==> src/design/estc_pkg.sv <==
// Shared types, constants and fixed-point helpers for the stencil triplet assembly core.
// No dependencies; every other design file refers to this package by scoped names.
package estc_pkg;

   localparam int MAX_PARTICLES = 4096;
   localparam int IDX_W         = 12;
   localparam int ROW_W         = IDX_W + 1;
   localparam int NUM_ENTRIES   = 18;
   localparam int ENT_W         = 5;
   localparam int NUM_CSR       = 6;
   localparam int CSR_ADDR_W    = 5;

   localparam logic signed [31:0] ONE_Q24 = 32'sh0100_0000;

   localparam logic [2:0] CSR_FIRST_MAIN   = 3'd0;
   localparam logic [2:0] CSR_FIRST_LAME   = 3'd1;
   localparam logic [2:0] CSR_FIRST_SHEAR  = 3'd2;
   localparam logic [2:0] CSR_SECOND_MAIN  = 3'd3;
   localparam logic [2:0] CSR_SECOND_SHEAR = 3'd4;
   localparam logic [2:0] CSR_SECOND_CROSS = 3'd5;

   localparam logic [ENT_W-1:0] E_FIX_X   = 5'd0;
   localparam logic [ENT_W-1:0] E_FIX_Y   = 5'd1;
   localparam logic [ENT_W-1:0] E_TX_XX   = 5'd2;
   localparam logic [ENT_W-1:0] E_TX_XY   = 5'd3;
   localparam logic [ENT_W-1:0] E_TX_SXX  = 5'd4;
   localparam logic [ENT_W-1:0] E_TX_SXY  = 5'd5;
   localparam logic [ENT_W-1:0] E_TY_YX   = 5'd6;
   localparam logic [ENT_W-1:0] E_TY_YY   = 5'd7;
   localparam logic [ENT_W-1:0] E_TY_SYX  = 5'd8;
   localparam logic [ENT_W-1:0] E_TY_SYY  = 5'd9;
   localparam logic [ENT_W-1:0] E_IN_XX   = 5'd10;
   localparam logic [ENT_W-1:0] E_IN_XY   = 5'd11;
   localparam logic [ENT_W-1:0] E_IN_YX   = 5'd12;
   localparam logic [ENT_W-1:0] E_IN_YY   = 5'd13;
   localparam logic [ENT_W-1:0] E_IN_SXX  = 5'd14;
   localparam logic [ENT_W-1:0] E_IN_SXY  = 5'd15;
   localparam logic [ENT_W-1:0] E_IN_SYX  = 5'd16;
   localparam logic [ENT_W-1:0] E_IN_SYY  = 5'd17;

   typedef struct packed {
      logic [IDX_W-1:0]   particle_index;
      logic [IDX_W-1:0]   neighbour_index;
      logic [3:0]         boundary_flags;
      logic signed [31:0] normal_x;
      logic signed [31:0] normal_y;
      logic signed [31:0] weight_dx;
      logic signed [31:0] weight_dy;
      logic signed [31:0] weight_dxx;
      logic signed [31:0] weight_dyy;
      logic signed [31:0] weight_dxy;
      logic               last_neighbour;
      logic               particle_start;
   } item_type;

   typedef struct packed {
      logic signed [31:0] first_main;
      logic signed [31:0] first_lame;
      logic signed [31:0] first_shear;
      logic signed [31:0] second_main;
      logic signed [31:0] second_shear;
      logic signed [31:0] second_cross;
   } coef_type;

   typedef struct packed {
      logic     push;
      item_type data;
   } push_type;

   typedef struct packed {
      logic     valid;
      logic     full;
      item_type data;
   } queue_status_type;

   function automatic logic signed [31:0] sat32(input logic signed [39:0] v);
      logic signed [31:0] r;
      if (v > 40'sh00_7FFF_FFFF) begin
         r = 32'sh7FFF_FFFF;
      end else if (v < -40'sh00_8000_0000) begin
         r = 32'sh8000_0000;
      end else begin
         r = v[31:0];
      end
      return r;
   endfunction

   function automatic logic signed [31:0] round_sat(input logic signed [63:0] p);
      logic signed [63:0] t;
      t = (p + 64'sd8388608) >>> 24;
      return sat32(t[39:0]);
   endfunction

   function automatic logic signed [31:0] add_sat(input logic signed [31:0] a,
                                                  input logic signed [31:0] b);
      logic signed [39:0] s;
      s = 40'(a) + 40'(b);
      return sat32(s);
   endfunction

endpackage

==> src/design/estc_queue.sv <==
// Two-entry request queue between front end and back end.
// Depends on estc_pkg.
module estc_queue (
   input  logic                        clock,
   input  logic                        reset,
   input  estc_pkg::push_type          push_in,
   input  logic                        pop,
   output estc_pkg::queue_status_type  status
);

   estc_pkg::item_type mem [2];
   logic       wr_ptr_ff, wr_ptr_in;
   logic       rd_ptr_ff, rd_ptr_in;
   logic [1:0] count_ff, count_in;

   always_comb begin
      wr_ptr_in = wr_ptr_ff ^ push_in.push;
      rd_ptr_in = rd_ptr_ff ^ pop;
      count_in  = count_ff + {1'b0, push_in.push} - {1'b0, pop};
   end

   always_ff @(posedge clock) begin
      if (reset) begin
         wr_ptr_ff <= 1'b0;
         rd_ptr_ff <= 1'b0;
         count_ff  <= 2'd0;
      end else begin
         wr_ptr_ff <= wr_ptr_in;
         rd_ptr_ff <= rd_ptr_in;
         count_ff  <= count_in;
      end
   end

   always_ff @(posedge clock) begin
      if (push_in.push) begin
         mem[wr_ptr_ff] <= push_in.data;
      end
   end

   assign status.valid = (count_ff != 2'd0);
   assign status.full  = (count_ff == 2'd2);
   assign status.data  = mem[rd_ptr_ff];

endmodule

==> config.mk <==
export PLATFORM = sky130hd
export DESIGN_NAME = estc_queue
export DESIGN_NICKNAME = d
export VERILOG_FILES = /design/src/design/estc_pkg.sv /design/src/design/estc_queue.sv
export SDC_FILE = /design/constraint.sdc
export NUM_CORES = 1
export LEC_CHECK = 0
export BUFFER_PORTS_ARGS = -buffer_cell sky130_fd_sc_hd__clkbuf_2
export CAP_MARGIN = 40
export CORE_AREA = 2 2 199 201
export CTS_CLUSTER_SIZE = 16
export DETAILED_ROUTE_END_ITERATION = 16
export DIE_AREA = 0 0 201 203
export PLACE_DENSITY = 0.75
export SYNTH_ARGS = -nofsm -noshare
export SYNTH_HDL_FRONTEND = slang
export SYNTH_SLANG_ARGS = --single-unit
==> constraint.sdc <==
create_clock -name clock -period 21.3 [get_ports clock]
set_input_delay 1.065 -clock clock [delete_from_list [all_inputs] [get_ports clock]]
set_output_delay 1.065 -clock clock [all_outputs]
set_load 0.05 [all_outputs]
==> results.toml, run 1 <==
[grt]
grt_util_all_layers_pct = 19.13
first_pass_grt_wire_length_um = 58660
grt_max_degree = 67
number_of_antenna_violations_at_the_first_check_in_global_routing = 7
grt_overflow = 0
grt_pass1_vias = 10160

[detailed_routing]
totalWireLength_um = 39990
route.detailed.wl_per_inst_um = 20.82
residual_drc = 0
vias = 9568
avgViaCountPerCell = 4.981
first_iter_violations = 485
postRouteAntennaNets = 0
drtPass1Iterations = 4

[cts]
post_cts_hold_buffer_count = 0
number_of_clock_buffers_inserted_by_tritoncts = 49
insertion_delay_of_the_later_clocked_pin_in_the_worst_skew_pair_ns = 0.57
cts_max_path_buffers = 3
post-cts-setup-buffer-count = 0
cts-root-buf = "sky130_fd_sc_hd__clkbuf_16"
tritoncts_sink_count = 512
h-tree-depth = 2
cts_tree = "built"
number_of_gates_resized_after_cts = 0
worst_setup_hold_path_clk_slew_ns = 0.06

[critical_path]
path_delay_family = "buffers and inverters"
critical-path-slowest-cell = "sky130_fd_sc_hd__dfxtp_4"
maximum_net_fanout_on_the_critical_path = 59
critical_path.max_stage_delay_ns = 0.77
worst_path_required_ns = 20.24
timing_worst_setup_path_type = "reg -> out"
path_buf_inv = 4
timing.rr.start = "wr_ptr_ff$_SDFF_PP0_"
timing.reg2reg.worst_path_depth = 4
critPathMostFrequentCell = "sky130_fd_sc_hd__buf_4"
critPathCaptureType = "primary output"
r2r_setup_slack_ns = 18.42
worstPathCellList = "buf_4 > buf_16 > buf_4 > mux2_2 > clkbuf_2"
critical_path_arrival_ns = 3.44
timing.critical_path.from_type = "register"
crit-reg2reg-capture = "mem[1][251]$_DFFE_PP_"

[placed_design]
place.gp.congestion = 0.8643
dpl_cell_area_mm2 = 0.02179
dpl.hpwl_um = 28460
placement.io_buffers = 513

[floorplanning]
chipHeight_um = 203
design.die.area_mm2 = 0.04080
placementRows = 72
core_area_mm2 = 0.03847
io_pins = 514
chipWidth_um = 201
initial_util_pct = 48.56

[final_layout]
seq_area_mm2 = 0.01534
finalNetCount = 1622
fill_cells = 2776
flow.area_growth_from_synthesis_pct = 25.09
stdcell_area_mm2 = 0.02337
multi_input_area_mm2 = 0.002997
post_route_cells_drive_above_1_share_pct = 60.69

[pwr]
finalPower_mw = 2.449
power.ir.vdd_worst_v = 0.00008577
power.leakage_nw = 8.832
power_density_mw_per_mm2 = 104.8

[synth]
muxShareOfSynthArea_pct = 15.31
post-synth-top-area-fraction_pct = 81.66
synthFlopType = "sky130_fd_sc_hd__edfxtp_1"
largest_family_of_logic_cells_by_synthesized_area = "multiplexers"
syn-instance-count = 809
async_flop_share_pct = 0
synth-seq-area-share_pct = 82.09
yosysWarningCount = 0
yosysMostFrequentCell = "sky130_fd_sc_hd__edfxtp_1"
synth_area_leader_cell = "sky130_fd_sc_hd__edfxtp_1"
most_area_consuming_cells_after_synthesis = "sky130_fd_sc_hd__edfxtp_1 (82%), sky130_fd_sc_hd__mux2_2 (15%), sky130_fd_sc_hd__clkbuf_8 (1.4%)"
parity_gate_share_of_the_synthesized_area_counting_xor_and_xnor_cells_pct = 0.1674
post_synth_most_frequent_cells = "sky130_fd_sc_hd__edfxtp_1 (508), sky130_fd_sc_hd__mux2_2 (254), sky130_fd_sc_hd__clkbuf_8 (19), sky130_fd_sc_hd__buf_6 (9)"
ys_ff_latch = 512
synth-compound-area-share_pct = 0
yosys.area_share.adder_pct = 0.2679
synth-simple-area-share_pct = 0.1608
syn-cell-area_mm2 = 0.01868
net_count_of_the_mapped_netlist = 1071
netlist-cell-type-count = 12
mean_area_per_synthesized_cell_um2 = 23.09
synth-edff-count = 508

[timing]
timing.final.hold_violations = 0
fin_setup_tns_ns = 0
final-max-slew-violation-count = 0
hold_worst_slack_ns = 0.6119
max_transition_margin_pct = 43.46
worst-slew-pin-transition_ns = 0.8480
final.period_utilization_pct = 21.14
unrepaired_setup_endpoints_after_global_routing = "no"
timing.fmax_ghz = 0.2221
clock_skew_ns = 0.01734
min_period_ns = 4.502
setup_viol_count_final = 0

[worst_hold_path]
hold_path.class = "reg -> reg"
hold_path_startpoint = "wr_ptr_ff$_SDFF_PP0_"
hold-path-endpoint = "wr_ptr_ff$_SDFF_PP0_"
hold_depth = 3

[run_status]
run_status = "completed"

[job]
cap_viol_max_count = 0
==> how the worst max path moves through the flow <==
stage	from	to	slack [ns]	cells past startpoint
after detailed placement	rd_ptr_ff$_SDFF_PP0_	status[230]	17.37	5
after CTS	rd_ptr_ff$_SDFF_PP0_	status[140]	16.74	5
after global routing	rd_ptr_ff$_SDFF_PP0_	status[229]	16.61	5
after floorplan	push_in[254]	mem[0][0]$_DFFE_PP_	13.74	1
final	rd_ptr_ff$_SDFF_PP0_	status[140]	16.80	5
after global placement	push_in[254]	mem[1][173]$_DFFE_PP_	17.19	4
==> power by group <==
| part | total (mW) | switching (mW) | leakage, nW | internal (mW) |
|---|---|---|---|---|
| logic | 0.411 | 0.298 | 3.26 | 0.113 |
| registers | 1.20 | 0.0175 | 4.80 | 1.18 |
| clock network | 0.842 | 0.346 | 0.766 | 0.496 |
| total | 2.45 | 0.662 | 8.83 | 1.79 |
==> state kept, by name (all words and copies together), names as in the netlist <==
name       count
rd_ptr_ff      1
mem          508
count_ff       2
wr_ptr_ff      1
==> layout by cell type (no fill, tap or decap), types with 5 or more instances in the layout <==
cell / Yosys / final
sky130_fd_sc_hd__edfxtp_1: 508 / 508
sky130_fd_sc_hd__buf_16: 0 / 5
sky130_fd_sc_hd__clkinv_1: 0 / 17
sky130_fd_sc_hd__clkinv_2: 0 / 5
sky130_fd_sc_hd__clkbuf_16: 0 / 51
sky130_fd_sc_hd__clkbuf_2: 0 / 513
sky130_fd_sc_hd__bufinv_16: 0 / 5
sky130_fd_sc_hd__buf_4: 0 / 9
sky130_fd_sc_hd__clkbuf_1: 0 / 10
sky130_fd_sc_hd__mux2_2: 254 / 254
==> worst min-delay path: cells and delay by family, from the launching register on <==
kind	cells	cell delay (ns)
simple gates	1	0.03
fa+ha+maj	1	0.12
buf+inv	1	0.09
flops	1	0.33
==> logic make-up after synthesis <==
logic type,after synthesis
XOR/XNOR,2
adder cells (fa/ha/maj),4
buffers and inverters,31
flip-flops,512
multiplexers,254
AND/OR/NAND/NOR,6
==> final cells by class <==
| cell class | count | area share (%) |
|---|---|---|
| Clock buffer | 61 | 5.622 |
| Sequential cell | 512 | 65.64 |
| Inverter | 3 | 0.04819 |
| Antenna cell | 4 | 0.04284 |
| Tap cell | 518 | 2.774 |
| Timing Repair Buffer | 528 | 11.95 |
| Multi-Input combinational cell | 266 | 12.82 |
| Clock inverter | 29 | 1.098 |
==> stage by stage <==
| step | util (%) | instances | worst slack, ns |
|---|---|---|---|
| after floorplan | - | 809 | 13.74 |
| after global placement | 56.23 | 1821 | 17.19 |
| after detailed placement | 56.64 | 1827 | 17.37 |
| after CTS | 60.72 | 1917 | 16.74 |
| after global routing | 60.75 | 1921 | 16.61 |
| final | 60.75 | 1921 | 16.80 |
==> metal layers <==
| layer | vias up | wire (um) | GRT usage, % |
|---|---|---|---|
| li1 | 4353 | - | - |
| met1 | 4685 | 14550 | 22.08 |
| met2 | 446 | 19810 | 31.77 |
| met3 | 80 | 4131 | 7.175 |
| met4 | 4 | 1476 | 9.021 |
| met5 | - | 24 | 0 |
No activity file was read; power rests on OpenSTA's default activity.
==> run 2, diff against run 1 <==
ABC_AREA = 1   (was not set)
CORE_AREA = not set   (was 2 2 199 201)
CORE_UTILIZATION = 47   (was not set)
DIE_AREA = not set   (was 0 0 201 203)
PLACE_DENSITY = 0.76   (was 0.75)
clock period = 4.05 ns   (was 21.3 ns; I/O delays follow)
==> results.toml, run 2 <==
[critical_path]
critPathCaptureType = "primary output"
timing.reg2reg.worst_path_depth = 4
crit-reg2reg-capture = "mem[0][169]$_DFFE_PP_"
critical_path_arrival_ns = 2.52
worst_path_required_ns = 3.85
maximum_net_fanout_on_the_critical_path = 35
timing_worst_setup_path_type = "reg -> out"
r2r_setup_slack_ns = 2.22
timing.critical_path.from_type = "register"
timing.rr.start = "wr_ptr_ff$_SDFF_PP0_"

[synth]
most_area_consuming_cells_after_synthesis = "sky130_fd_sc_hd__edfxtp_1 (82%), sky130_fd_sc_hd__mux2_2 (15%), sky130_fd_sc_hd__clkbuf_8 (1.4%)"
async_flop_share_pct = 0
netlist-cell-type-count = 12
post_synth_most_frequent_cells = "sky130_fd_sc_hd__edfxtp_1 (508), sky130_fd_sc_hd__mux2_2 (254), sky130_fd_sc_hd__clkbuf_8 (19), sky130_fd_sc_hd__buf_6 (9), sky130_fd_sc_hd__inv_1 (7)"
syn-cell-area_mm2 = 0.01869
synth-edff-count = 508
mean_area_per_synthesized_cell_um2 = 22.87
synth_area_leader_cell = "sky130_fd_sc_hd__edfxtp_1"
net_count_of_the_mapped_netlist = 1079
yosysMostFrequentCell = "sky130_fd_sc_hd__edfxtp_1"
synthFlopType = "sky130_fd_sc_hd__edfxtp_1"
synth-seq-area-share_pct = 82.06
post-synth-top-area-fraction_pct = 81.63
syn-instance-count = 817
yosysWarningCount = 0
ys_ff_latch = 512

[timing]
max_transition_margin_pct = 55.17
worst-slew-pin-transition_ns = 0.6725
clock_skew_ns = 0.007672
final.period_utilization_pct = 67.25
min_period_ns = 2.723
unrepaired_setup_endpoints_after_global_routing = "no"
timing.final.hold_violations = 0
setup_viol_count_final = 0
finalWorstSetupSlack_ns = 1.327
final-max-slew-violation-count = 0
timing.fmax_ghz = 0.3672
hold_worst_slack_ns = 0.08989
fin_setup_tns_ns = 0

[final_layout]
registers.top_by_ff_count = "mem"
biggest_regs = "mem: 508 flops, count_ff: 2 flops"
finalNetCount = 1898
largest_reg_flops = 508
most-common-layout-cells = "sky130_fd_sc_hd__clkbuf_2 (513), sky130_fd_sc_hd__edfxtp_1 (508), sky130_fd_sc_hd__dlygate4sd3_1 (257), sky130_fd_sc_hd__mux2_2 (254), sky130_fd_sc_hd__clkbuf_16 (49)"
flow.area_growth_from_synthesis_pct = 39.06
most_common_cell_after_layout_fill_and_taps_aside = "sky130_fd_sc_hd__clkbuf_2"
layoutNonFillerInstCount = 2195
post-route-util_pct = 66.77
stdcell_area_mm2 = 0.02599
post_route_cells_drive_above_1_share_pct = 51.46

[placed_design]
post-place-ws_ns = 1.897
dpl.hpwl_um = 27890
dpl_cell_area_mm2 = 0.02187
placement.io_buffers = 513
post-place-cells = 1846
place.gp.congestion = 0.8543

[grt]
first_pass_grt_wire_length_um = 68710
number_of_antenna_violations_at_the_first_check_in_global_routing = 3
grt_overflow = 0
grt_max_degree = 70
grt_util_all_layers_pct = 22.58
grt_pass1_vias = 11822

[cts]
number_of_gates_resized_after_cts = 0
cts_max_path_buffers = 3
insertion_delay_of_the_later_clocked_pin_in_the_worst_skew_pair_ns = 0.56
number_of_clock_buffers_inserted_by_tritoncts = 49
post-cts-setup-buffer-count = 0
cts-root-buf = "sky130_fd_sc_hd__clkbuf_16"
worst_setup_hold_path_clk_slew_ns = 0.06
cts_tree = "built"
tritoncts_sink_count = 512
h-tree-depth = 2
post_cts_hold_buffer_count = 257

[detailed_routing]
postRouteAntennaNets = 0
route.detailed.wl_per_inst_um = 21.26
residual_drc = 0
first_iter_violations = 663
drtPass1Iterations = 4
avgViaCountPerCell = 5.002
totalWireLength_um = 46660
vias = 10980

[floorplanning]
chipHeight_um = 201.4
io_pins = 514
initial_util_pct = 48.02
placementRows = 72
core_area_mm2 = 0.03892
design.die.area_mm2 = 0.04056
chipWidth_um = 201.4

[worst_hold_path]
hold_path_startpoint = "pop"
hold_path.class = "in -> reg"
hold_depth = 4
hold-path-endpoint = "count_ff[1]$_SDFF_PP0_"

[pwr]
power_density_mw_per_mm2 = 506.2
power.ir.vdd_worst_v = 0.0005340
finalPower_mw = 13.15
power.leakage_nw = 9.955

[job]
cap_viol_max_count = 0

[run_status]
run_status = "completed"
==> run 2: cell types whose count changed after synthesis, sizes merged <==
cell | before | now
nor2 | 3 | 5
a21oi | 0 | 1
nand2 | 0 | 4
nand3 | 0 | 1
nor2b | 2 | 0
or2 | 1 | 0
inv | 3 | 7
xnor3 | 1 | 0
==> run 2: report_power, final <==
part / internal, mW / total (mW) / switching, mW
Clock: 2.54 / 4.44 / 1.91
Sequential: 6.19 / 6.28 / 0.0948
Combinational: 0.760 / 2.43 / 1.67
Total: 9.49 / 13.2 / 3.67
==> run 2: layout make-up <==
type	count	area, um2
clock inverters	30	272.8
inverters	7	26.28
flip-flops and latches	512	15340
diodes	4	10.01
multi-input cells	270	2988
fillers	2454	12930
well taps	518	648.1
clock buffers	58	1260
repair buffers	796	5443
==> run 2: critical path, stage by stage, from the launching register on <==
cell and delay, ns:
sky130_fd_sc_hd__dfxtp_4 0.65, sky130_fd_sc_hd__buf_12 0.29, sky130_fd_sc_hd__buf_4 0.34, sky130_fd_sc_hd__mux2_2 0.40, sky130_fd_sc_hd__clkbuf_2 0.24
==> run 2: worst max path at each step <==
stage	from	end	slack, ns
floorplan	wr_ptr_ff$_SDFF_PP0_	mem[0][0]$_DFFE_PP_	0.02
global placement	rd_ptr_ff$_SDFF_PP0_	status[33]	1.78
detailed placement	rd_ptr_ff$_SDFF_PP0_	status[33]	1.90
CTS	rd_ptr_ff$_SDFF_PP0_	status[33]	1.25
global route	rd_ptr_ff$_SDFF_PP0_	status[56]	1.21
finish	rd_ptr_ff$_SDFF_PP0_	status[91]	1.33
==> run 2: layer usage <==
| layer | track usage, % | up-vias | share of wire [%] |
|---|---|---|---|
| met3 | 7.046 | 97 | 8.8 |
| met5 | 0 | - | 0 |
| met4 | 8.144 | 0 | 3.0 |
| met1 | 25.28 | 5436 | 36 |
| met2 | 40.36 | 543 | 53 |
| li1 | - | 4904 | - |
==> run 2: logic make-up after synthesis <==
family          count (synthesis)  share of synthesized area (%)
simple gates                   10                         0.2075
mux                           254                          15.31
flops                         512                          82.06
xor+xnor                        1                        0.04688
fa+ha+maj                       4                         0.2678
buf+inv                        35                          2.082
compound gates                  1                        0.02676
