## src/design/estc_pkg.sv

```systemverilog
// Shared types, constants and fixed-point helpers for the stencil triplet assembly core.
// No dependencies; every other design file refers to this package by scoped names.
package estc_pkg;

   localparam int MAX_PARTICLES = 4096;
   localparam int IDX_W         = 12;
   localparam int ROW_W         = IDX_W + 1;
   localparam int NUM_ENTRIES   = 18;
   localparam int ENT_W         = 5;
   localparam int NUM_CSR       = 6;
   localparam int CSR_ADDR_W    = 5;

   localparam logic signed [31:0] ONE_Q24 = 32'sh0100_0000;

   localparam logic [2:0] CSR_FIRST_MAIN   = 3'd0;
   localparam logic [2:0] CSR_FIRST_LAME   = 3'd1;
   localparam logic [2:0] CSR_FIRST_SHEAR  = 3'd2;
   localparam logic [2:0] CSR_SECOND_MAIN  = 3'd3;
   localparam logic [2:0] CSR_SECOND_SHEAR = 3'd4;
   localparam logic [2:0] CSR_SECOND_CROSS = 3'd5;

   localparam logic [ENT_W-1:0] E_FIX_X   = 5'd0;
   localparam logic [ENT_W-1:0] E_FIX_Y   = 5'd1;
   localparam logic [ENT_W-1:0] E_TX_XX   = 5'd2;
   localparam logic [ENT_W-1:0] E_TX_XY   = 5'd3;
   localparam logic [ENT_W-1:0] E_TX_SXX  = 5'd4;
   localparam logic [ENT_W-1:0] E_TX_SXY  = 5'd5;
   localparam logic [ENT_W-1:0] E_TY_YX   = 5'd6;
   localparam logic [ENT_W-1:0] E_TY_YY   = 5'd7;
   localparam logic [ENT_W-1:0] E_TY_SYX  = 5'd8;
   localparam logic [ENT_W-1:0] E_TY_SYY  = 5'd9;
   localparam logic [ENT_W-1:0] E_IN_XX   = 5'd10;
   localparam logic [ENT_W-1:0] E_IN_XY   = 5'd11;
   localparam logic [ENT_W-1:0] E_IN_YX   = 5'd12;
   localparam logic [ENT_W-1:0] E_IN_YY   = 5'd13;
   localparam logic [ENT_W-1:0] E_IN_SXX  = 5'd14;
   localparam logic [ENT_W-1:0] E_IN_SXY  = 5'd15;
   localparam logic [ENT_W-1:0] E_IN_SYX  = 5'd16;
   localparam logic [ENT_W-1:0] E_IN_SYY  = 5'd17;

   typedef struct packed {
      logic [IDX_W-1:0]   particle_index;
      logic [IDX_W-1:0]   neighbour_index;
      logic [3:0]         boundary_flags;
      logic signed [31:0] normal_x;
      logic signed [31:0] normal_y;
      logic signed [31:0] weight_dx;
      logic signed [31:0] weight_dy;
      logic signed [31:0] weight_dxx;
      logic signed [31:0] weight_dyy;
      logic signed [31:0] weight_dxy;
      logic               last_neighbour;
      logic               particle_start;
   } item_type;

   typedef struct packed {
      logic signed [31:0] first_main;
      logic signed [31:0] first_lame;
      logic signed [31:0] first_shear;
      logic signed [31:0] second_main;
      logic signed [31:0] second_shear;
      logic signed [31:0] second_cross;
   } coef_type;

   typedef struct packed {
      logic     push;
      item_type data;
   } push_type;

   typedef struct packed {
      logic     valid;
      logic     full;
      item_type data;
   } queue_status_type;

   function automatic logic signed [31:0] sat32(input logic signed [39:0] v);
      logic signed [31:0] r;
      if (v > 40'sh00_7FFF_FFFF) begin
         r = 32'sh7FFF_FFFF;
      end else if (v < -40'sh00_8000_0000) begin
         r = 32'sh8000_0000;
      end else begin
         r = v[31:0];
      end
      return r;
   endfunction

   function automatic logic signed [31:0] round_sat(input logic signed [63:0] p);
      logic signed [63:0] t;
      t = (p + 64'sd8388608) >>> 24;
      return sat32(t[39:0]);
   endfunction

   function automatic logic signed [31:0] add_sat(input logic signed [31:0] a,
                                                  input logic signed [31:0] b);
      logic signed [39:0] s;
      s = 40'(a) + 40'(b);
      return sat32(s);
   endfunction

endpackage

```

## src/design/estc_if.sv

```systemverilog


interface estc_rsp_if;
   logic                        valid;
   logic                        ready;
   logic [estc_pkg::ROW_W-1:0]  matrix_row;
   logic [estc_pkg::ROW_W-1:0]  matrix_col;
   logic signed [31:0]          entry_value;
   logic                        run_end;

   modport source (output valid, matrix_row, matrix_col, entry_value, run_end,
                   input ready);
   modport sink (input valid, matrix_row, matrix_col, entry_value, run_end,
                 output ready);
endinterface

```

## src/design/estc_back.sv

```systemverilog
// Back end: walks the triplets of one request through a shared multiplier,
// keeps the diagonal accumulators and drives the response register.
// Depends on estc_pkg and estc_if.
module estc_back (
   input  logic                        clock,
   input  logic                        reset,
   input  estc_pkg::coef_type          coef,
   input  estc_pkg::queue_status_type  queue,
   output logic                        pop,
   estc_rsp_if.source                  rsp_ch
);

   localparam logic [1:0] S_IDLE = 2'd0;
   localparam logic [1:0] S_PICK = 2'd1;
   localparam logic [1:0] S_CALC = 2'd2;
   localparam logic [1:0] S_EMIT = 2'd3;

   logic [1:0] state_ff, state_in;
   estc_pkg::item_type item_ff, item_in;
   logic [estc_pkg::NUM_ENTRIES-1:0] mask_ff, mask_in, new_mask, ent_bit;
   logic [estc_pkg::ENT_W-1:0] ent_ff, ent_in, lowest;
   logic [2:0] ph_ff, ph_in;
   logic signed [63:0] p_ff, p_in;
   logic signed [31:0] r_ff, r_in, t1_ff, t1_in, copy_ff, copy_in;
   logic signed [31:0] sxx_ff, sxx_in, sxy_ff, sxy_in, syx_ff, syx_in, syy_ff, syy_in;
   logic signed [31:0] c1, x1, w1, c2, x2, w2, mul_a, mul_b, value;
   logic three, has_t2, is_calc;
   logic [estc_pkg::ROW_W-1:0] rx, ry, cx, cy, row, col;
   logic out_free;
   logic rsp_valid_ff, rsp_valid_in, rsp_end_ff, rsp_end_in;
   logic [estc_pkg::ROW_W-1:0] rsp_row_ff, rsp_row_in, rsp_col_ff, rsp_col_in;
   logic signed [31:0] rsp_val_ff, rsp_val_in;
   logic f0, f1, f2, f3, fz, st, lst;

   assign f0  = queue.data.boundary_flags[0];
   assign f1  = queue.data.boundary_flags[1];
   assign f2  = queue.data.boundary_flags[2];
   assign f3  = queue.data.boundary_flags[3];
   assign fz  = (queue.data.boundary_flags == 4'd0);
   assign st  = queue.data.particle_start;
   assign lst = queue.data.last_neighbour;

   always_comb begin
      new_mask = '0;
      new_mask[estc_pkg::E_FIX_X]  = st & f0;
      new_mask[estc_pkg::E_FIX_Y]  = st & f1;
      new_mask[estc_pkg::E_TX_XX]  = f2;
      new_mask[estc_pkg::E_TX_XY]  = f2;
      new_mask[estc_pkg::E_TX_SXX] = f2 & lst;
      new_mask[estc_pkg::E_TX_SXY] = f2 & lst;
      new_mask[estc_pkg::E_TY_YX]  = f3;
      new_mask[estc_pkg::E_TY_YY]  = f3;
      new_mask[estc_pkg::E_TY_SYX] = f3 & lst;
      new_mask[estc_pkg::E_TY_SYY] = f3 & lst;
      new_mask[estc_pkg::E_IN_XX]  = fz;
      new_mask[estc_pkg::E_IN_XY]  = fz;
      new_mask[estc_pkg::E_IN_YX]  = fz;
      new_mask[estc_pkg::E_IN_YY]  = fz;
      new_mask[estc_pkg::E_IN_SXX] = fz & lst;
      new_mask[estc_pkg::E_IN_SXY] = fz & lst;
      new_mask[estc_pkg::E_IN_SYX] = fz & lst;
      new_mask[estc_pkg::E_IN_SYY] = fz & lst;
   end

   always_comb begin
      lowest = '0;
      for (int i = estc_pkg::NUM_ENTRIES - 1; i >= 0; i--) begin
         if (mask_ff[i]) begin
            lowest = estc_pkg::ENT_W'(i);
         end
      end
   end

   assign ent_bit = estc_pkg::NUM_ENTRIES'(1) << ent_ff;

   assign rx = {item_ff.particle_index, 1'b0};
   assign ry = {item_ff.particle_index, 1'b1};
   assign cx = {item_ff.neighbour_index, 1'b0};
   assign cy = {item_ff.neighbour_index, 1'b1};

   always_comb begin
      c1 = coef.second_cross; x1 = item_ff.weight_dxy; w1 = '0;
      c2 = '0; x2 = '0; w2 = '0;
      three = 1'b0; has_t2 = 1'b0; is_calc = 1'b0;
      row = rx; col = rx;
      unique case (ent_ff)
         estc_pkg::E_FIX_X:  begin row = rx; col = rx; end
         estc_pkg::E_FIX_Y:  begin row = ry; col = ry; end
         estc_pkg::E_TX_XX: begin
            row = rx; col = cx; is_calc = 1'b1; three = 1'b1; has_t2 = 1'b1;
            c1 = coef.first_main;  x1 = item_ff.normal_x; w1 = item_ff.weight_dx;
            c2 = coef.first_shear; x2 = item_ff.normal_y; w2 = item_ff.weight_dy;
         end
         estc_pkg::E_TX_XY: begin
            row = rx; col = cy; is_calc = 1'b1; three = 1'b1; has_t2 = 1'b1;
            c1 = coef.first_lame;  x1 = item_ff.normal_x; w1 = item_ff.weight_dy;
            c2 = coef.first_shear; x2 = item_ff.normal_y; w2 = item_ff.weight_dx;
         end
         estc_pkg::E_TX_SXX: begin row = rx; col = rx; end
         estc_pkg::E_TX_SXY: begin row = rx; col = ry; end
         estc_pkg::E_TY_YX: begin
            row = ry; col = cx; is_calc = 1'b1; three = 1'b1; has_t2 = 1'b1;
            c1 = coef.first_lame;  x1 = item_ff.normal_y; w1 = item_ff.weight_dx;
            c2 = coef.first_shear; x2 = item_ff.normal_x; w2 = item_ff.weight_dy;
         end
         estc_pkg::E_TY_YY: begin
            row = ry; col = cy; is_calc = 1'b1; three = 1'b1; has_t2 = 1'b1;
            c1 = coef.first_main;  x1 = item_ff.normal_y; w1 = item_ff.weight_dy;
            c2 = coef.first_shear; x2 = item_ff.normal_x; w2 = item_ff.weight_dx;
         end
         estc_pkg::E_TY_SYX: begin row = ry; col = rx; end
         estc_pkg::E_TY_SYY: begin row = ry; col = ry; end
         estc_pkg::E_IN_XX: begin
            row = rx; col = cx; is_calc = 1'b1; has_t2 = 1'b1;
            c1 = coef.second_main;  x1 = item_ff.weight_dxx;
            c2 = coef.second_shear; x2 = item_ff.weight_dyy;
         end
         estc_pkg::E_IN_XY: begin
            row = rx; col = cy; is_calc = 1'b1;
            c1 = coef.second_cross; x1 = item_ff.weight_dxy;
         end
         estc_pkg::E_IN_YX: begin row = ry; col = cx; end
         estc_pkg::E_IN_YY: begin
            row = ry; col = cy; is_calc = 1'b1; has_t2 = 1'b1;
            c1 = coef.second_main;  x1 = item_ff.weight_dyy;
            c2 = coef.second_shear; x2 = item_ff.weight_dxx;
         end
         estc_pkg::E_IN_SXX: begin row = rx; col = rx; end
         estc_pkg::E_IN_SXY: begin row = rx; col = ry; end
         estc_pkg::E_IN_SYX: begin row = ry; col = rx; end
         estc_pkg::E_IN_SYY: begin row = ry; col = ry; end
         default: begin row = rx; col = rx; end
      endcase
   end

   always_comb begin
      unique case (ph_ff[2:1])
         2'd0: begin mul_a = c1;   mul_b = x1; end
         2'd1: begin mul_a = r_ff; mul_b = w1; end
         2'd2: begin mul_a = c2;   mul_b = x2; end
         2'd3: begin mul_a = r_ff; mul_b = w2; end
         default: begin mul_a = c1; mul_b = x1; end
      endcase
   end

   always_comb begin
      priority case (ent_ff)
         estc_pkg::E_FIX_X, estc_pkg::E_FIX_Y:   value = estc_pkg::ONE_Q24;
         estc_pkg::E_TX_SXX, estc_pkg::E_IN_SXX: value = sxx_ff;
         estc_pkg::E_TX_SXY, estc_pkg::E_IN_SXY: value = sxy_ff;
         estc_pkg::E_TY_SYX, estc_pkg::E_IN_SYX: value = syx_ff;
         estc_pkg::E_TY_SYY, estc_pkg::E_IN_SYY: value = syy_ff;
         estc_pkg::E_IN_YX:                      value = copy_ff;
         default: value = has_t2 ? estc_pkg::add_sat(t1_ff, r_ff) : r_ff;
      endcase
   end

   assign out_free = !rsp_valid_ff || rsp_ch.ready;

   always_comb begin
      state_in = state_ff; item_in = item_ff; mask_in = mask_ff; ent_in = ent_ff;
      ph_in = ph_ff; p_in = p_ff; r_in = r_ff; t1_in = t1_ff; copy_in = copy_ff;
      sxx_in = sxx_ff; sxy_in = sxy_ff; syx_in = syx_ff; syy_in = syy_ff;
      pop = 1'b0;
      rsp_valid_in = rsp_valid_ff && !rsp_ch.ready;
      rsp_row_in = rsp_row_ff; rsp_col_in = rsp_col_ff;
      rsp_val_in = rsp_val_ff; rsp_end_in = rsp_end_ff;
      unique case (state_ff)
         S_IDLE: begin
            if (queue.valid) begin
               pop      = 1'b1;
               item_in  = queue.data;
               mask_in  = new_mask;
               state_in = S_PICK;
            end
         end
         S_PICK: begin
            if (mask_ff == '0) begin
               if (item_ff.last_neighbour) begin
                  sxx_in = '0; sxy_in = '0; syx_in = '0; syy_in = '0;
               end
               state_in = S_IDLE;
            end else begin
               ent_in   = lowest;
               ph_in    = 3'd0;
               state_in = S_CALC;
            end
         end
         S_CALC: begin
            if (!is_calc) begin
               state_in = S_EMIT;
            end else if (!ph_ff[0]) begin
               p_in  = mul_a * mul_b;
               ph_in = ph_ff + 3'd1;
               if (ph_ff == 3'd4) begin
                  t1_in = r_ff;
               end
            end else begin
               r_in = estc_pkg::round_sat(p_ff);
               priority if (ph_ff[1] == 1'b0 && three) begin
                  ph_in = ph_ff + 3'd1;
               end else if (ph_ff[2] == 1'b0 && has_t2) begin
                  ph_in = 3'd4;
               end else begin
                  state_in = S_EMIT;
               end
            end
         end
         S_EMIT: begin
            if (out_free) begin
               rsp_valid_in = 1'b1;
               rsp_row_in   = row;
               rsp_col_in   = col;
               rsp_val_in   = value;
               rsp_end_in   = ((mask_ff & ~ent_bit) == '0);
               mask_in      = mask_ff & ~ent_bit;
               state_in     = S_PICK;
               priority case (ent_ff)
                  estc_pkg::E_TX_XX, estc_pkg::E_IN_XX:
                     sxx_in = estc_pkg::add_sat(sxx_ff, value);
                  estc_pkg::E_TX_XY, estc_pkg::E_IN_XY:
                     sxy_in = estc_pkg::add_sat(sxy_ff, value);
                  estc_pkg::E_TY_YX, estc_pkg::E_IN_YX:
                     syx_in = estc_pkg::add_sat(syx_ff, value);
                  estc_pkg::E_TY_YY, estc_pkg::E_IN_YY:
                     syy_in = estc_pkg::add_sat(syy_ff, value);
                  default: ;
               endcase
               if (ent_ff == estc_pkg::E_IN_XY) begin
                  copy_in = value;
               end
            end
         end
         default: state_in = S_IDLE;
      endcase
   end

   always_ff @(posedge clock) begin
      if (reset) begin
         state_ff     <= S_IDLE;
         mask_ff      <= '0;
         rsp_valid_ff <= 1'b0;
         sxx_ff <= '0; sxy_ff <= '0; syx_ff <= '0; syy_ff <= '0;
      end else begin
         state_ff     <= state_in;
         mask_ff      <= mask_in;
         rsp_valid_ff <= rsp_valid_in;
         sxx_ff <= sxx_in; sxy_ff <= sxy_in; syx_ff <= syx_in; syy_ff <= syy_in;
      end
   end

   always_ff @(posedge clock) begin
      item_ff    <= item_in;
      ent_ff     <= ent_in;
      ph_ff      <= ph_in;
      p_ff       <= p_in;
      r_ff       <= r_in;
      t1_ff      <= t1_in;
      copy_ff    <= copy_in;
      rsp_row_ff <= rsp_row_in;
      rsp_col_ff <= rsp_col_in;
      rsp_val_ff <= rsp_val_in;
      rsp_end_ff <= rsp_end_in;
   end

   assign rsp_ch.valid       = rsp_valid_ff;
   assign rsp_ch.matrix_row  = rsp_row_ff;
   assign rsp_ch.matrix_col  = rsp_col_ff;
   assign rsp_ch.entry_value = rsp_val_ff;
   assign rsp_ch.run_end     = rsp_end_ff;

endmodule

```

## src/flat_wrapper.sv

```systemverilog
// flat-port wrapper written by rule: the top's interface ports become plain ports
module estc_back_flat 
  (clock, reset, coef, queue, pop, rsp_ch_valid, rsp_ch_matrix_row, rsp_ch_matrix_col, rsp_ch_entry_value, rsp_ch_run_end, rsp_ch_ready);
  estc_rsp_if rsp_ch_i ();
  input  logic clock;
  input  logic reset;
  input  estc_pkg::coef_type coef;
  input  estc_pkg::queue_status_type queue;
  output logic pop;
  output wire logic [$bits(rsp_ch_i.valid)-1:0] rsp_ch_valid;
  output wire logic [$bits(rsp_ch_i.matrix_row)-1:0] rsp_ch_matrix_row;
  output wire logic [$bits(rsp_ch_i.matrix_col)-1:0] rsp_ch_matrix_col;
  output wire logic [$bits(rsp_ch_i.entry_value)-1:0] rsp_ch_entry_value;
  output wire logic [$bits(rsp_ch_i.run_end)-1:0] rsp_ch_run_end;
  input wire logic [$bits(rsp_ch_i.ready)-1:0] rsp_ch_ready;
  assign rsp_ch_valid = rsp_ch_i.valid;
  assign rsp_ch_matrix_row = rsp_ch_i.matrix_row;
  assign rsp_ch_matrix_col = rsp_ch_i.matrix_col;
  assign rsp_ch_entry_value = rsp_ch_i.entry_value;
  assign rsp_ch_run_end = rsp_ch_i.run_end;
  assign rsp_ch_i.ready = rsp_ch_ready;
  estc_back u_core (.clock(clock), .reset(reset), .coef(coef), .queue(queue), .pop(pop), .rsp_ch(rsp_ch_i));
endmodule
```

## config.mk

```make
export PLATFORM = sky130hd
export DESIGN_NAME = estc_back_flat
export DESIGN_NICKNAME = d
export VERILOG_FILES = /design/src/design/estc_pkg.sv /design/src/design/estc_if.sv /design/src/design/estc_back.sv /design/src/flat_wrapper.sv
export SDC_FILE = /design/constraint.sdc
export NUM_CORES = 2
export LEC_CHECK = 0
export BUFFER_PORTS_ARGS = -buffer_cell sky130_fd_sc_hd__buf_2
export CAP_MARGIN = 15
export CORE_ASPECT_RATIO = 1.2
export CORE_MARGIN = 1.5
export CORE_UTILIZATION = 45
export CTS_CLUSTER_SIZE = 28
export DETAILED_ROUTE_END_ITERATION = 10
export PLACE_DENSITY_LB_ADDON = 0.25
export SYNTH_ARGS = -nofsm -noshare
export SYNTH_HDL_FRONTEND = slang
export SYNTH_SLANG_ARGS = --single-unit
```

## constraint.sdc

```tcl
create_clock -name clock -period 23.8 [get_ports clock]
set_clock_uncertainty 0.1 [all_clocks]
set_input_delay 1.19 -clock clock [delete_from_list [all_inputs] [get_ports clock]]
set_output_delay 1.19 -clock clock [all_outputs]
set_load 0.01 [all_outputs]
```

==> key figures <==
Logic synthesis
  – Cell taking the most area after synthesis: fa_1
  – Syn_nets: 9076
  – Warnings, synthesis: 0
  – Post-Syn Area per Cell: 9.64 um2
  – Synth cell types: 93
  – Synth area leaders: fa_1, edfxtp_1, ha_1
  – Count leader, synth: inv_1
  – Ys async rst share: 0%
  – Cell Area, Synth: 69300 um2
  – Synth Register Bits: 602
  – Synth Instances: 7191
  – Synth top cells by count: inv_1, fa_1, nand2_1
  – Top cell type's share of synthesized area: 31.4%
  – Synth Flop Type: edfxtp_1
  – Post-synth EDFFs: 453
  – Sequential area share after synthesis: 23.9%

Setup path
  – CP Data Required Time: 24.11 ns
  – Worst EP arrival: 13.07 ns
  – CP dominant cell by count: fa_1
  – Critical path peak fanout: 54
  – CP Capture Type: flop
  – CP Class: reg -> reg
  – Startpoint type of the worst setup path: flop
  – Crit-path max cell delay: 1.09 ns
  – Slowest cell on crit path: fa_1

Floorplanning
  – Die W: 361 um
  – Die area: 156000 um2
  – Core area: 153000 um2
  – Boundary Pins: 512
  – Number of cell rows: 157
  – Die H: 433 um
  – Initial core utilization: 45.4%

Global routing
  – First-pass GRT wire length: 383 mm
  – Largest net degree at the start of global routing: 96
  – Initial antenna violation count: 40
  – Gr usage total: 33.4%
  – GRT overflow: 0
  – Vias in the first global route: 59700

Timing
  – Worst-Margin Slew: 1.51 ns
  – Final slew viol count: 1
  – RSZ-0062 raised after global routing: false
  – Part of the cycle the worst path needs: 53.6%
  – Slew headroom: -0.553%
  – # setup viols final: 0
  – Final min period: 12.76 ns
  – Setup TNS Final: 0 ns
  – F_max: 78.4 MHz
  – Final Hold Fails: 0

Clock network
  – CTS sink count: 602
  – Worst-skew pair later-pin latency: 0.71 ns
  – CTS tree: done
  – Hold-fix buffers at CTS: 0
  – Post-CTS Setup Bufs: 0
  – H-Tree Level Count: 3
  – Clock Pin Slew Worst Setup and Hold Paths: 0.06 ns
  – Root Buffer: clkbuf_16
  – TritonCTS buffer count: 70
  – # resized after CTS: 0
  – Worst-case clock buffer depth: 3

Detailed routing
  – Drt via density: 6.03
  – Initial drt markers: 5844
  – Post-DRT Antenna Nets: 0
  – DR WL/cell: 26.9 um
  – Routed vias: 58300
  – # DRC: 0
  – Total wire length: 260 mm
  – 1st-pass router iterations: 8

Cells and area
  – Fraction of layout cells with a size suffix above 1: 12.3%
  – Area grow syn2layout: 11.5%
  – Nets: 9463

Flow run
  – Max_cap viols: 0

Run status
  – Failing checks: slew limit
  – Outcome: finished with violations

Placed design
  – Hpwl dp: 198 mm
  – RD Place Congestion: 0.980
  – PortBufs: 510

Min path
  – HP Class: reg -> reg
==> final cells by class <==
type	instances	area, um2
antenna	36	90.1
clock buffer	88	1850
clock inverter	41	458
fill	14200	75600
inverter	1137	4270
multi-input combinational	5072	47600
sequential	602	16600
tap	1987	2490
timing repair buffer	695	3980
==> state kept, by name, indices dropped and copies added (netlist names), 13 cells and up <==
name / count
u_core.copy_ff: 32
u_core.item_ff: 237
u_core.mask_ff: 18
u_core.p_ff: 41
u_core.r_ff: 32
u_core.rsp_ch.entry_value: 32
u_core.rsp_ch.matrix_col: 13
u_core.rsp_ch.matrix_row: 13
u_core.sxx_ff: 32
u_core.sxy_ff: 32
u_core.syx_ff: 32
u_core.syy_ff: 32
u_core.t1_ff: 32
==> critical path: cells and delay by family (launching register included) <==
family	cells	cell delay [ns]
AOI/OAI and AO/OA	12	2.23
xor gates and xnor gates	1	0.14
adders and majority gates	9	5.46
buffers and inverters	8	2.36
DFF	1	0.52
and+or+nand+nor	5	1.59
==> cell usage in the layout, fill, tap and decap left out, types with 16 or more instances in the layout <==
cell,netlist,final
a221o_1,125,121
inv_1,1135,1135
a222oi_1,33,33
fa_1,1086,1086
xor2_1,70,70
clkbuf_16,0,71
nand2b_1,67,66
o21a_1,34,33
o221ai_1,19,18
clkbuf_1,343,16
nand2_1,759,758
nand3_1,110,110
a31oi_1,87,86
a22oi_1,166,165
nor2_1,652,638
a211oi_1,18,18
o22ai_1,29,18
a221oi_2,1,22
and2_1,52,51
o21bai_1,28,27
buf_4,2,184
a21o_1,128,127
ha_1,348,348
edfxtp_1,453,453
o21ai_0,196,195
dfxtp_1,149,149
nor2b_1,49,49
a21oi_1,351,344
a221oi_1,100,74
a22o_1,31,31
diode_2,0,36
and3_1,37,37
o211ai_1,46,46
nor3_1,49,45
xnor2_1,143,143
buf_2,16,509
nand4_1,32,32
==> kinds of logic after synthesis <==
| logic type | share of synthesized area [%] |
|---|---|
| AOI/OAI and AO/OA | 15.3 |
| xor gates and xnor gates | 2.71 |
| adders and majority gates | 37.6 |
| buffers and inverters | 8.27 |
| DFF | 23.9 |
| muxes | 0.330 |
| and+or+nand+nor | 11.9 |
==> worst paths after layout <==
path                                       start  cells after the start                                    end  slack [ns]
hold reg to reg    u_core.item_ff[247]$_DFFE_PP_                      0  u_core.rsp_ch.matrix_row[6]$_DFFE_PP_        0.34
setup / recovery  u_core.ent_ff[0]$_SDFFCE_PP0P_                     35              u_core.p_ff[62]$_DFFE_PP_       11.04
hold / removal     u_core.item_ff[247]$_DFFE_PP_                      0  u_core.rsp_ch.matrix_row[6]$_DFFE_PP_        0.34
setup reg to reg  u_core.ent_ff[0]$_SDFFCE_PP0P_                     35              u_core.p_ff[62]$_DFFE_PP_       11.04
==> per-stage QoR <==
step           util [%]  instance area, um2  setup WS [ns]  instances  hold slack, ns
6_report           50.6               77300          11.04       9658           0.342
5_1_grt            50.6               77300          10.48       9656           0.359
4_1_cts            50.5               77100          11.21       9620           0.346
3_5_place_dp       49.0               74800          11.24       9491           0.333
3_3_place_gp       49.0               74800          11.36       9491           0.323
2_1_floorplan         -               69300          13.60       7191           0.322
==> metal layers <==
layer  part of all wire (%)  vias to the layer above  GRT usage [%]  routed length, um
met5                  0.013                        -         0.0622                 34
met4                    7.2                        6           21.2              18800
met3                     11                      759           8.55              28400
met2                     46                     3094           53.5             119000
met1                     36                    29500           40.2              93600
li1                       -                    24900              -                  -
Power is not shown: default switching activity piles up to over one toggle a cycle in this logic, so the estimate is an artifact.
